<file path="src/design/hm128_pkg.sv">
// ----------------------------------------------------------------------------
// hm128_pkg
// Types, constants and code functions shared by the Hamming(12,8) byte
// stream codec modules.
// ----------------------------------------------------------------------------
package hm128_pkg;

   localparam int CW_POSITIONS = 12;
   localparam int BEATS_MAX    = 3;
   localparam int QUEUE_DEPTH  = 2;

   localparam logic MODE_ENCODE = 1'b0;
   localparam logic MODE_DECODE = 1'b1;

   localparam logic [1:0] PHASE_EMPTY = 2'd0;
   localparam logic [1:0] PHASE_ONE   = 2'd1;
   localparam logic [1:0] PHASE_TWO   = 2'd2;

   typedef struct packed {
      logic [7:0] data_byte;
      logic       stream_end;
   } req_type;

   typedef struct packed {
      logic [7:0] out_byte;
      logic       corrected;
      logic       uncorrectable;
      logic       run_last;
   } rsp_type;

   typedef struct packed {
      logic [1:0]                count;
      rsp_type [BEATS_MAX-1:0]   beats;
   } job_type;

   typedef struct packed {
      logic full;
      logic empty;
   } q_status_type;

   // codeword in wire order: position 1 in bit 11
   function automatic logic [11:0] hm_encode(input logic [7:0] d);
      logic [12:1] pos;
      logic [11:0] w;
      pos     = '0;
      pos[3]  = d[0];
      pos[5]  = d[1];
      pos[6]  = d[2];
      pos[7]  = d[3];
      pos[9]  = d[4];
      pos[10] = d[5];
      pos[11] = d[6];
      pos[12] = d[7];
      pos[1]  = d[0] ^ d[1] ^ d[3] ^ d[4] ^ d[6];
      pos[2]  = d[0] ^ d[2] ^ d[3] ^ d[5] ^ d[6];
      pos[4]  = d[1] ^ d[2] ^ d[3] ^ d[7];
      pos[8]  = d[4] ^ d[5] ^ d[6] ^ d[7];
      for (int p = 1; p <= CW_POSITIONS; p++) begin
         w[CW_POSITIONS - p] = pos[p];
      end
      return w;
   endfunction

   function automatic rsp_type hm_decode(input logic [11:0] w);
      logic [12:1] pos;
      logic [3:0]  s;
      rsp_type     r;
      s = '0;
      r = '0;
      for (int p = 1; p <= CW_POSITIONS; p++) begin
         pos[p] = w[CW_POSITIONS - p];
      end
      for (int p = 1; p <= CW_POSITIONS; p++) begin
         if (pos[p]) begin
            s = s ^ 4'(p);
         end
      end
      if (s > 4'(CW_POSITIONS)) begin
         r.uncorrectable = 1'b1;
      end else begin
         if (s != 4'd0) begin
            pos[s]      = ~pos[s];
            r.corrected = 1'b1;
         end
         r.out_byte = {pos[12], pos[11], pos[10], pos[9], pos[7], pos[6], pos[5], pos[3]};
      end
      return r;
   endfunction

   function automatic rsp_type hm_byte(input logic [7:0] b);
      rsp_type r;
      r          = '0;
      r.out_byte = b;
      return r;
   endfunction

endpackage

</file>
<file path="src/design/hm128_front.sv">
// ----------------------------------------------------------------------------
// hm128_front
// Accepts stream bytes, tracks the group phase and held bits, and turns
// each byte into a job of zero to three result beats.
// ----------------------------------------------------------------------------
module hm128_front
   import hm128_pkg::*;
(
   input  logic         clock,
   input  logic         reset,
   input  logic         csr_wr_en,
   input  logic         csr_wr_data,
   input  logic         accept,
   input  req_type      req,
   output logic         push,
   output job_type      push_job
);

   logic        mode_ff, mode_in;
   logic [1:0]  phase_ff, phase_in;
   logic [15:0] held_ff, held_in;
   logic [11:0] cw;
   logic [23:0] enc_all;
   logic [15:0] dec_two;
   logic [23:0] dec_all;

   assign cw      = hm_encode(req.data_byte);
   assign enc_all = {held_ff[11:0], cw};
   assign dec_two = {held_ff[7:0], req.data_byte};
   assign dec_all = {held_ff, req.data_byte};

   always_comb begin
      mode_in  = mode_ff;
      phase_in = phase_ff;
      held_in  = held_ff;
      push     = 1'b0;
      push_job = '0;
      if (csr_wr_en) begin
         mode_in  = csr_wr_data;
         phase_in = PHASE_EMPTY;
         held_in  = '0;
      end else if (accept) begin
         if (mode_ff == MODE_ENCODE) begin
            if (phase_ff == PHASE_ONE) begin
               push              = 1'b1;
               push_job.count    = 2'd3;
               push_job.beats[0] = hm_byte(enc_all[23:16]);
               push_job.beats[1] = hm_byte(enc_all[15:8]);
               push_job.beats[2] = hm_byte(enc_all[7:0]);
               push_job.beats[2].run_last = 1'b1;
               phase_in          = PHASE_EMPTY;
               held_in           = '0;
            end else if (req.stream_end) begin
               push              = 1'b1;
               push_job.count    = 2'd2;
               push_job.beats[0] = hm_byte(cw[11:4]);
               push_job.beats[1] = hm_byte({cw[3:0], 4'b0000});
               push_job.beats[1].run_last = 1'b1;
               phase_in          = PHASE_EMPTY;
               held_in           = '0;
            end else begin
               held_in  = {4'b0000, cw};
               phase_in = PHASE_ONE;
            end
         end else begin
            if (phase_ff == PHASE_ONE) begin
               if (req.stream_end) begin
                  push              = 1'b1;
                  push_job.count    = 2'd1;
                  push_job.beats[0] = hm_decode(dec_two[15:4]);
                  push_job.beats[0].run_last = 1'b1;
                  phase_in          = PHASE_EMPTY;
                  held_in           = '0;
               end else begin
                  held_in  = dec_two;
                  phase_in = PHASE_TWO;
               end
            end else if (phase_ff == PHASE_TWO) begin
               push              = 1'b1;
               push_job.count    = 2'd2;
               push_job.beats[0] = hm_decode(dec_all[23:12]);
               push_job.beats[1] = hm_decode(dec_all[11:0]);
               push_job.beats[1].run_last = 1'b1;
               phase_in          = PHASE_EMPTY;
               held_in           = '0;
            end else if (req.stream_end) begin
               phase_in = PHASE_EMPTY;
               held_in  = '0;
            end else begin
               held_in  = {8'h00, req.data_byte};
               phase_in = PHASE_ONE;
            end
         end
      end
   end

   always_ff @(posedge clock) begin
      if (reset) begin
         mode_ff  <= MODE_ENCODE;
         phase_ff <= PHASE_EMPTY;
         held_ff  <= '0;
      end else begin
         mode_ff  <= mode_in;
         phase_ff <= phase_in;
         held_ff  <= held_in;
      end
   end

endmodule

</file>
<file path="src/design/hm128_queue.sv">
// ----------------------------------------------------------------------------
// hm128_queue
// Short job queue between the front and back parts of the codec.
// ----------------------------------------------------------------------------
module hm128_queue
   import hm128_pkg::*;
#(
   parameter int DEPTH = QUEUE_DEPTH
)(
   input  logic         clock,
   input  logic         reset,
   input  logic         push,
   input  job_type      push_job,
   input  logic         pop,
   output job_type      head,
   output q_status_type status
);

   localparam int PTR_W = (DEPTH > 1) ? $clog2(DEPTH) : 1;
   localparam int CNT_W = $clog2(DEPTH + 1);

   job_type            mem_ff [DEPTH];
   logic [PTR_W-1:0]   wr_ptr_ff, wr_ptr_in;
   logic [PTR_W-1:0]   rd_ptr_ff, rd_ptr_in;
   logic [CNT_W-1:0]   cnt_ff, cnt_in;

   function automatic logic [PTR_W-1:0] next_ptr(input logic [PTR_W-1:0] p);
      return (p == PTR_W'(DEPTH - 1)) ? '0 : p + 1'b1;
   endfunction

   assign head         = mem_ff[rd_ptr_ff];
   assign status.full  = (cnt_ff == CNT_W'(DEPTH));
   assign status.empty = (cnt_ff == '0);

   always_comb begin
      wr_ptr_in = push ? next_ptr(wr_ptr_ff) : wr_ptr_ff;
      rd_ptr_in = pop  ? next_ptr(rd_ptr_ff) : rd_ptr_ff;
      cnt_in    = cnt_ff;
      case ({push, pop})
         2'b10:   cnt_in = cnt_ff + 1'b1;
         2'b01:   cnt_in = cnt_ff - 1'b1;
         default: cnt_in = cnt_ff;
      endcase
   end

   always_ff @(posedge clock) begin
      if (push) begin
         mem_ff[wr_ptr_ff] <= push_job;
      end
   end

   always_ff @(posedge clock) begin
      if (reset) begin
         wr_ptr_ff <= '0;
         rd_ptr_ff <= '0;
         cnt_ff    <= '0;
      end else begin
         wr_ptr_ff <= wr_ptr_in;
         rd_ptr_ff <= rd_ptr_in;
         cnt_ff    <= cnt_in;
      end
   end

endmodule

</file>
<file path="src/design/hm128_back.sv">
// ----------------------------------------------------------------------------
// hm128_back
// Walks the beats of the job at the queue head, one result beat per cycle while rsp_stall is low.
// ----------------------------------------------------------------------------
module hm128_back
   import hm128_pkg::*;
(
   input  logic         clock,
   input  logic         reset,
   input  job_type      head,
   input  q_status_type status,
   output logic         pop,
   output logic         rsp_valid,
   input  logic         rsp_stall,
   output rsp_type      rsp
);

   logic [1:0] idx_ff, idx_in;
   logic       last_beat;

   assign rsp_valid = !status.empty;
   assign rsp       = head.beats[idx_ff];
   assign last_beat = (idx_ff == head.count - 2'd1);
   assign pop       = rsp_valid && !rsp_stall && last_beat;

   always_comb begin
      idx_in = idx_ff;
      if (rsp_valid && !rsp_stall) begin
         idx_in = last_beat ? 2'd0 : idx_ff + 2'd1;
      end
   end

   always_ff @(posedge clock) begin
      if (reset) begin
         idx_ff <= '0;
      end else begin
         idx_ff <= idx_in;
      end
   end

endmodule

</file>
<file path="src/design/hamming_12_8_byte_stream_codec.sv">
// ----------------------------------------------------------------------------
// hamming_12_8_byte_stream_codec
// Hamming(12,8) byte stream encoder and single-error-correcting decoder.
// ----------------------------------------------------------------------------
// The front takes one stream byte per cycle whenever the job queue has a free
// slot; the back emits one result byte per cycle from the queue head while
// rsp_stall is low. Encoding gives three bytes per two inputs, so a steady
// encode stream is limited by the single output beat per cycle; decoding
// gives two bytes per three inputs and is limited by the input rate. A byte
// that completes a group enters the queue in the cycle it is accepted and
// its first result can leave on the next cycle.
// Write mode (0 encode, 1 decode) only while the block is idle; a write drops
// any partial group.
module hamming_12_8_byte_stream_codec
   import hm128_pkg::*;
#(
   parameter int QDEPTH = QUEUE_DEPTH
)(
   input  logic    clock,
   input  logic    reset,
   input  logic    csr_wr_en,
   input  logic    csr_wr_data,
   input  logic    req_valid,
   output logic    req_stall,
   input  req_type req,
   output logic    rsp_valid,
   input  logic    rsp_stall,
   output rsp_type rsp
);

   logic         accept;
   logic         push;
   logic         pop;
   job_type      push_job;
   job_type      head;
   q_status_type q_status;

   assign req_stall = q_status.full;
   assign accept    = req_valid && !req_stall;

   hm128_front u_front (
      .clock       (clock),
      .reset       (reset),
      .csr_wr_en   (csr_wr_en),
      .csr_wr_data (csr_wr_data),
      .accept      (accept),
      .req         (req),
      .push        (push),
      .push_job    (push_job)
   );

   hm128_queue #(
      .DEPTH (QDEPTH)
   ) u_queue (
      .clock    (clock),
      .reset    (reset),
      .push     (push),
      .push_job (push_job),
      .pop      (pop),
      .head     (head),
      .status   (q_status)
   );

   hm128_back u_back (
      .clock     (clock),
      .reset     (reset),
      .head      (head),
      .status    (q_status),
      .pop       (pop),
      .rsp_valid (rsp_valid),
      .rsp_stall (rsp_stall),
      .rsp       (rsp)
   );

   a_no_overflow: assert property (@(posedge clock) disable iff (reset)
      !(push && q_status.full))
      else $error("job pushed into full queue");

   a_head_nonempty_job: assert property (@(posedge clock) disable iff (reset)
      rsp_valid |-> (head.count != 2'd0))
      else $error("queue head holds a job with no beats");

   a_job_continues: assert property (@(posedge clock) disable iff (reset)
      (rsp_valid && !rsp_stall && !rsp.run_last) |=> rsp_valid)
      else $error("job ended before its last beat");

endmodule
</file>
<file path="config.mk">
export PLATFORM = sky130hd
export DESIGN_NAME = hamming_12_8_byte_stream_codec
export DESIGN_NICKNAME = d
export VERILOG_FILES = /design/src/design/hm128_pkg.sv /design/src/design/hm128_front.sv /design/src/design/hm128_queue.sv /design/src/design/hm128_back.sv /design/src/design/hamming_12_8_byte_stream_codec.sv
export SDC_FILE = /design/constraint.sdc
export NUM_CORES = 1
export LEC_CHECK = 0
export ABC_AREA = 1
export BUFFER_PORTS_ARGS = -buffer_cell sky130_fd_sc_hd__buf_2
export CAP_MARGIN = 20
export CORE_ASPECT_RATIO = 0.8
export CORE_MARGIN = 8
export CORE_UTILIZATION = 65
export CTS_BUF_LIST = sky130_fd_sc_hd__clkbuf_8
export DETAILED_ROUTE_END_ITERATION = 6
export MAX_ROUTING_LAYER = met4
export PLACE_DENSITY = 0.81
export SYNTH_ARGS = -nofsm -noshare
export SYNTH_HDL_FRONTEND = slang
export SYNTH_SLANG_ARGS = --single-unit
</file>
<file path="constraint.sdc">
create_clock -name clock -period 6.4 [get_ports clock]
set_input_delay 0.64 -clock clock [delete_from_list [all_inputs] [get_ports clock]]
set_output_delay 0.64 -clock clock [all_outputs]
set_load 0.02 [all_outputs]
</file>
# Word-level counts from Yosys, hierarchy flattened
# Memory sizes are Yosys's and may differ from the RTL's. A register that Yosys moved wholly into a read port is not among the register bits.
# Index checks and enable logic that the tools add are counted.
# op_classes
magnitude_cmp	10
eq_ne	6
n_bitwise	50
n_mux	290
n_reduce_logical	15
add_sub_neg	6
# ops
cell	n
two-way mux 4 bit	195
two-way mux 22 bit	4
two-way mux 35 bit	2
two-way mux 11 bit	6
two-way mux 16 bit	4
two-way mux 12 bit	4
bitwise mux 12 bit	3
two-way mux 3 bit	12
NOT 2 bit	18
two-way mux 2 bit	17
two-way mux 1 bit	30
two-way mux 9 bit	3
binary-select mux 11 bit (select 2 bit)	1
NOT 3 bit	6
two-way mux 8 bit	2
< comparator 4 x 5 -> 1 bit (second input constant)	3
bitwise XOR 1 bit	14
binary-select mux 1 bit (select 4 bit)	3
demux 1 bit (select 4 bit)	3
greater-or-equal comparator 4 x 1 -> 1 bit (second input constant)	3
greater-than comparator 4 bit (second input constant)	3
NOT 1 bit	12
nonzero test 4 bit	3
equality test 2 bit (second input constant)	3
12 further kinds	23
# totals
in_bits	15
mem_bits_rw	70
mem_count	1
regBits	25
# mem_list
memory	depth	word_bits	read_ports	rd_clocked_by_memory_dff	write_ports	line	source
u_queue.mem_ff	2	35	1	1	1	hm128_queue.sv:22	job_type mem_ff [DEPTH];

# Logic depth before layout (Yosys ltp)
# depth
ltp_word	95
ltp_mapped	20
ltp_nobuf	18

# Cells and area by module
# From an unflattened synthesis, not the netlist that was laid out.
# unflattened
cells_unflattened	804
hier_area_um2	6388.6
# modules_own_cells
module	instances	cells_each	area_per_inst_um2
hm128_front	1	583	3086.7
hm128_queue	1	142	2905.3
hm128_back	1	77	386.6
hamming_12_8_byte_stream_codec	1	2	10.0

# Worst setup path before layout
# OpenSTA, ideal clock, no wires.
# synth_timing
path_type	input to register
from	input port req_valid
to	memory u_queue.mem_ff[0][0] in the netlist's numbering, enable pin
path_slack_ns	3.156
arrival_time_ns	2.821
path_buffers	0
path_stages	6
path_cell_list	o21ai_1 > nor2_2 > inv_1 > nor3_1 > a21oi_1 > nor2_1
# synth_via
elab_chain_cells	5
# synth_rtl
item	line	source
from (decl)	hamming_12_8_byte_stream_codec.sv:23	input logic req_valid,
logical AND 1 bit	hamming_12_8_byte_stream_codec.sv:39	assign accept = req_valid && !req_stall;
two-way mux 1 bit	hm128_front.sv:42	end else if (accept) begin
two-way mux 1 bit	hm128_front.sv:38	if (csr_wr_en) begin
two-way mux 1 bit	hm128_queue.sv:47	if (push) begin
two-way mux 1 bit (implied by the code)	hm128_queue.sv:48	mem_ff[wr_ptr_ff] <= push_job;
to (decl)	hm128_queue.sv:22	
# No other way between the ends.

==> metrics list <==
* Clk Tree Root Cell: clkbuf_8
* First-pass GRT wire length: 27.5 mm
- CTS built an H-tree with a depth of 3.
* Overall die area: approximately 13,000 sq um
- The worst path needs 3880 ps of the cycle, external delays included.
- For the worst setup path, the data required time is 6640 ps.
- Layout fillers: 746
- # clock sinks: between 90 and 100
- In this run the tool buffered the top-level ports with 27 buffer cells.
- Measured in cells, the most critical reg-to-reg path has a length of 12.
* Start point of the worst min-delay path: u_queue.rd_ptr_ff
* Core Region: 9110 sq um
- Share of cells above drive strength 1: 13.7%
* DR iter-0 viols: 622
* Leading post-synthesis cells by cell area: edfxtp_1 (32%), nand2_1 (13%), dfxtp_1 (8.5%), nor2_1 (6.9%), a21oi_1 (4.4%)
- The share of the Yosys chip area taken by registers is 41.0%.
- Cell Rows: 31
* # IOs: 28
- Register-to-register setup slack: 2520 ps
- Post-detailed-route wirelength per cell: 18.5 um
- The HPWL after detailed placement is between 10 and 15 mm.
- The floorplan step set the die width to between 100 and 150 um.
* Worst IR Drop VDD: 169 uV
* Final Hold Viols: 0
* Number of vias after detailed routing: 5,852
* Worst-Skew Late Latency: 360 ps
* Number of design rule violations left after detail routing: 0
- Among all cell types in the netlist, the one instantiated most often is nand2_1.
- For hold timing, the worst endpoint is u_queue.rd_ptr_ff.
* Clk network pwr share: around 29%
- The run finished with clean final reports.
* Drt total wl: 17.5 mm
- In this run the worst hold path is classified as reg2reg.
- The worst register-to-register path ends at u_queue.cnt_ff[1].
* Area overhead of the layout relative to synthesis: 5.16%
- The number of global-route vias before repair is 5,492.
- The first TritonRoute pass finished after 6 iterations.
- Timing would allow up to 0.258 GHz.
- Share of synthesized registers carrying an async set or reset: 0%
- Total track usage: 27.9%
- For this run the aggregate overflow at the end of global routing stands at 0.
- The number of antenna diodes in the final layout is 0.
- The synthesized design spends more area on one cell type than any other, namely edfxtp_1.
- Worst max-slew margin expressed relative to the limit: 27.2%
- Net switching is 33.4% of the power.
- Synthesized Nets: about 840
* P per Cell Area: ~220 nW/um^2
- Biggest fanout along the worst timing path: 34
* GP Congestion: 0.980
- After clock tree synthesis, the clock-pin slew on the worst setup and hold paths is 90 ps.
* Ranking of synthesized cells by instance count: nand2_1 (206), nor2_1 (113), edfxtp_1 (66)
- Summing every instance area after synthesis gives approximately 6100 sq um.
- Post-synthesis sequential element count: 92
- The count of cells in the finished layout, fillers not included, comes to 950.
- Primary flip-flop cell chosen by synthesis mapping: edfxtp_1
- The worst path uses 60.6% of the clock period.
- Static power due to leakage: 0.00271 uW
* Hold Path Depth: 1
- Post-synth EDFFs: 66
- Proportion of netlist area held by the largest area contributor: 32.4%
* Buffers inserted by post-CTS timing repair: 0
- Across the run, the number of max-cap violations was 0.
- CTS tree: done
- A synthesized cell averages about 7.4 sq um.
* Switching component of the power: 462 uW
- At the pin with the least slew margin, the transition time is 1090 ps.
* Number of cells in the design after placement: 935
* Maximum clock path buffer count: 2
- DR vias/cell: 6.16
* Routed Antenna Nets: 0
- The number of antenna violations at the first check in global routing came to 0.
- Unrepaired setup endpoints after global routing: false
- The critical path is of the reg2reg type.
- Max-slew violations: 0
- TritonCTS created 9 clock buffers.
* Critical Path Source Type: register
- For this run, the number of Yosys warnings is 0.
- In this run the vertical extent of the chip is 103 um.
- STA classifies the critical path endpoint as a register.
- Portion of total power attributed to combinational logic: about a quarter
* Worst EP arrival: 4120 ps
- The cell count after synthesis came out at between 800 and 900.
- Distinct cell type count of the synthesized netlist: 49
- Number of instances resized during post-cts repair: 0
- Setup violations remaining at the end of the flow were counted as 0.
- Setup total negative slack on the finished layout was measured at 0 ps.
- Once the floorplan was initialized, standard cells occupied 67.0% of the core.
- Nets: around 850
- Setup clock skew after layout: 12.2 ps
* Pin count of the biggest net entering global routing: 35
- The internal portion of the total power is 921 uW.
* # hold bufs at CTS: 0
- Per report_power, the sequential group accounts for between 40% and 50% of the total.
==> layer usage <==
layer	track usage [%]	up-vias	share of wire, %
met5	-	-	0
met4	10.2	0	2.6
met3	7.86	48	11
met2	45.2	343	46
met1	33.1	2688	41
li1	-	2773	-
==> worst max path at each step <==
stage	start	end	slack (ps)	depth (start not counted)
after global routing	register	u_queue.cnt_ff[1]	2280	12
after global placement	register	u_queue.cnt_ff[1]	3040	12
final	register	u_queue.cnt_ff[1]	2520	12
after floorplan	req_valid	u_queue.mem_ff[0][0]	3160	6
after CTS	register	u_queue.cnt_ff[1]	2650	12
after detailed placement	register	u_queue.cnt_ff[1]	2690	12
==> cells in the final DEF (no fill, tap or decap), drive strengths merged, types with 2 or more instances in the layout <==
cell    count
or2         3
nor3        3
a21oi      55
nor4        3
a22oi       4
o22ai       9
edfxtp     66
nor2      129
clkbuf      9
o21bai      3
xnor2      11
nand2     228
a31oi       7
clkinv      5
o21ai      55
inv        74
dfxtp      26
a221oi      2
o211ai     15
nand3      55
buf        31
o21a        3
o221ai      3
nand4      14
xor2       15
==> worst max-delay path, stage by stage, from the launching register on <==
cell and delay, ps:
dfxtp_1 1050, inv_1 710, nand2_1 200, nand2_1 80, xor2_1 150, nand2_1 70, o21ai_0 130, nor2_1 340
ha_1 330, a21oi_1 160, o21ai_0 180, o21ai_0 270, a21oi_1 90
==> power by group through the flow <==
stage | sequential [uW] | combinational [uW] | clock, uW
6_report | 665 | 322 | 396
3_3_place_gp | 678 | 306 | 0
2_1_floorplan | 667 | 247 | 0
5_1_grt | 667 | 353 | 421
4_1_cts | 665 | 315 | 395
3_5_place_dp | 678 | 314 | 0
==> logic make-up after synthesis <==
| group | after synthesis | synth area share (%) |
|---|---|---|
| AO/OA/AOI/OAI | 159 | 15.2 |
| XOR/XNOR | 26 | 4.53 |
| adder cells (fa/ha/maj) | 1 | 0.205 |
| buffers and inverters | 108 | 7.74 |
| flip-flops | 92 | 41.0 |
| multiplexers | 1 | 0.164 |
| AND/OR/NAND/NOR | 436 | 31.3 |
==> area by class of cell <==
| type | instances | area, sq um | share of cell area, % |
|---|---|---|---|
| Multi-Input combinational cell | 623 | 3140 | 48.9 |
| Inverter | 74 | 278 | 4.32 |
| Clock inverter | 6 | 72.6 | 1.13 |
| Timing Repair Buffer | 31 | 165 | 2.57 |
| Clock buffer | 9 | 124 | 1.93 |
| Sequential cell | 92 | 2500 | 38.9 |
| Tap cell | 115 | 144 | 2.24 |
==> flip-flops by register name, summed over array words and instances, names as in the netlist, named ones only <==
name               count
u_back.idx_ff          2
u_front.held_ff       16
u_front.mode_ff        1
u_front.phase_ff       2
u_queue.cnt_ff         2
u_queue.mem_ff        66
u_queue.rd_ptr_ff      1
u_queue.wr_ptr_ff      1
==> stage by stage <==
stage               hold WS [ps]  instance area [sq um]  power, uW  setup WS [ps]  utilization (%)
floorplan                    459                   6110        914           3160                -
global placement             488                   6230        983           3040             68.3
detailed placement           488                   6230        992           2690             68.3
CTS                          510                   6420       1380           2650             70.5
global route                 524                   6420       1440           2280             70.5
finish                       514                   6420       1380           2520             70.5
(Power assumes the default switching activity.)
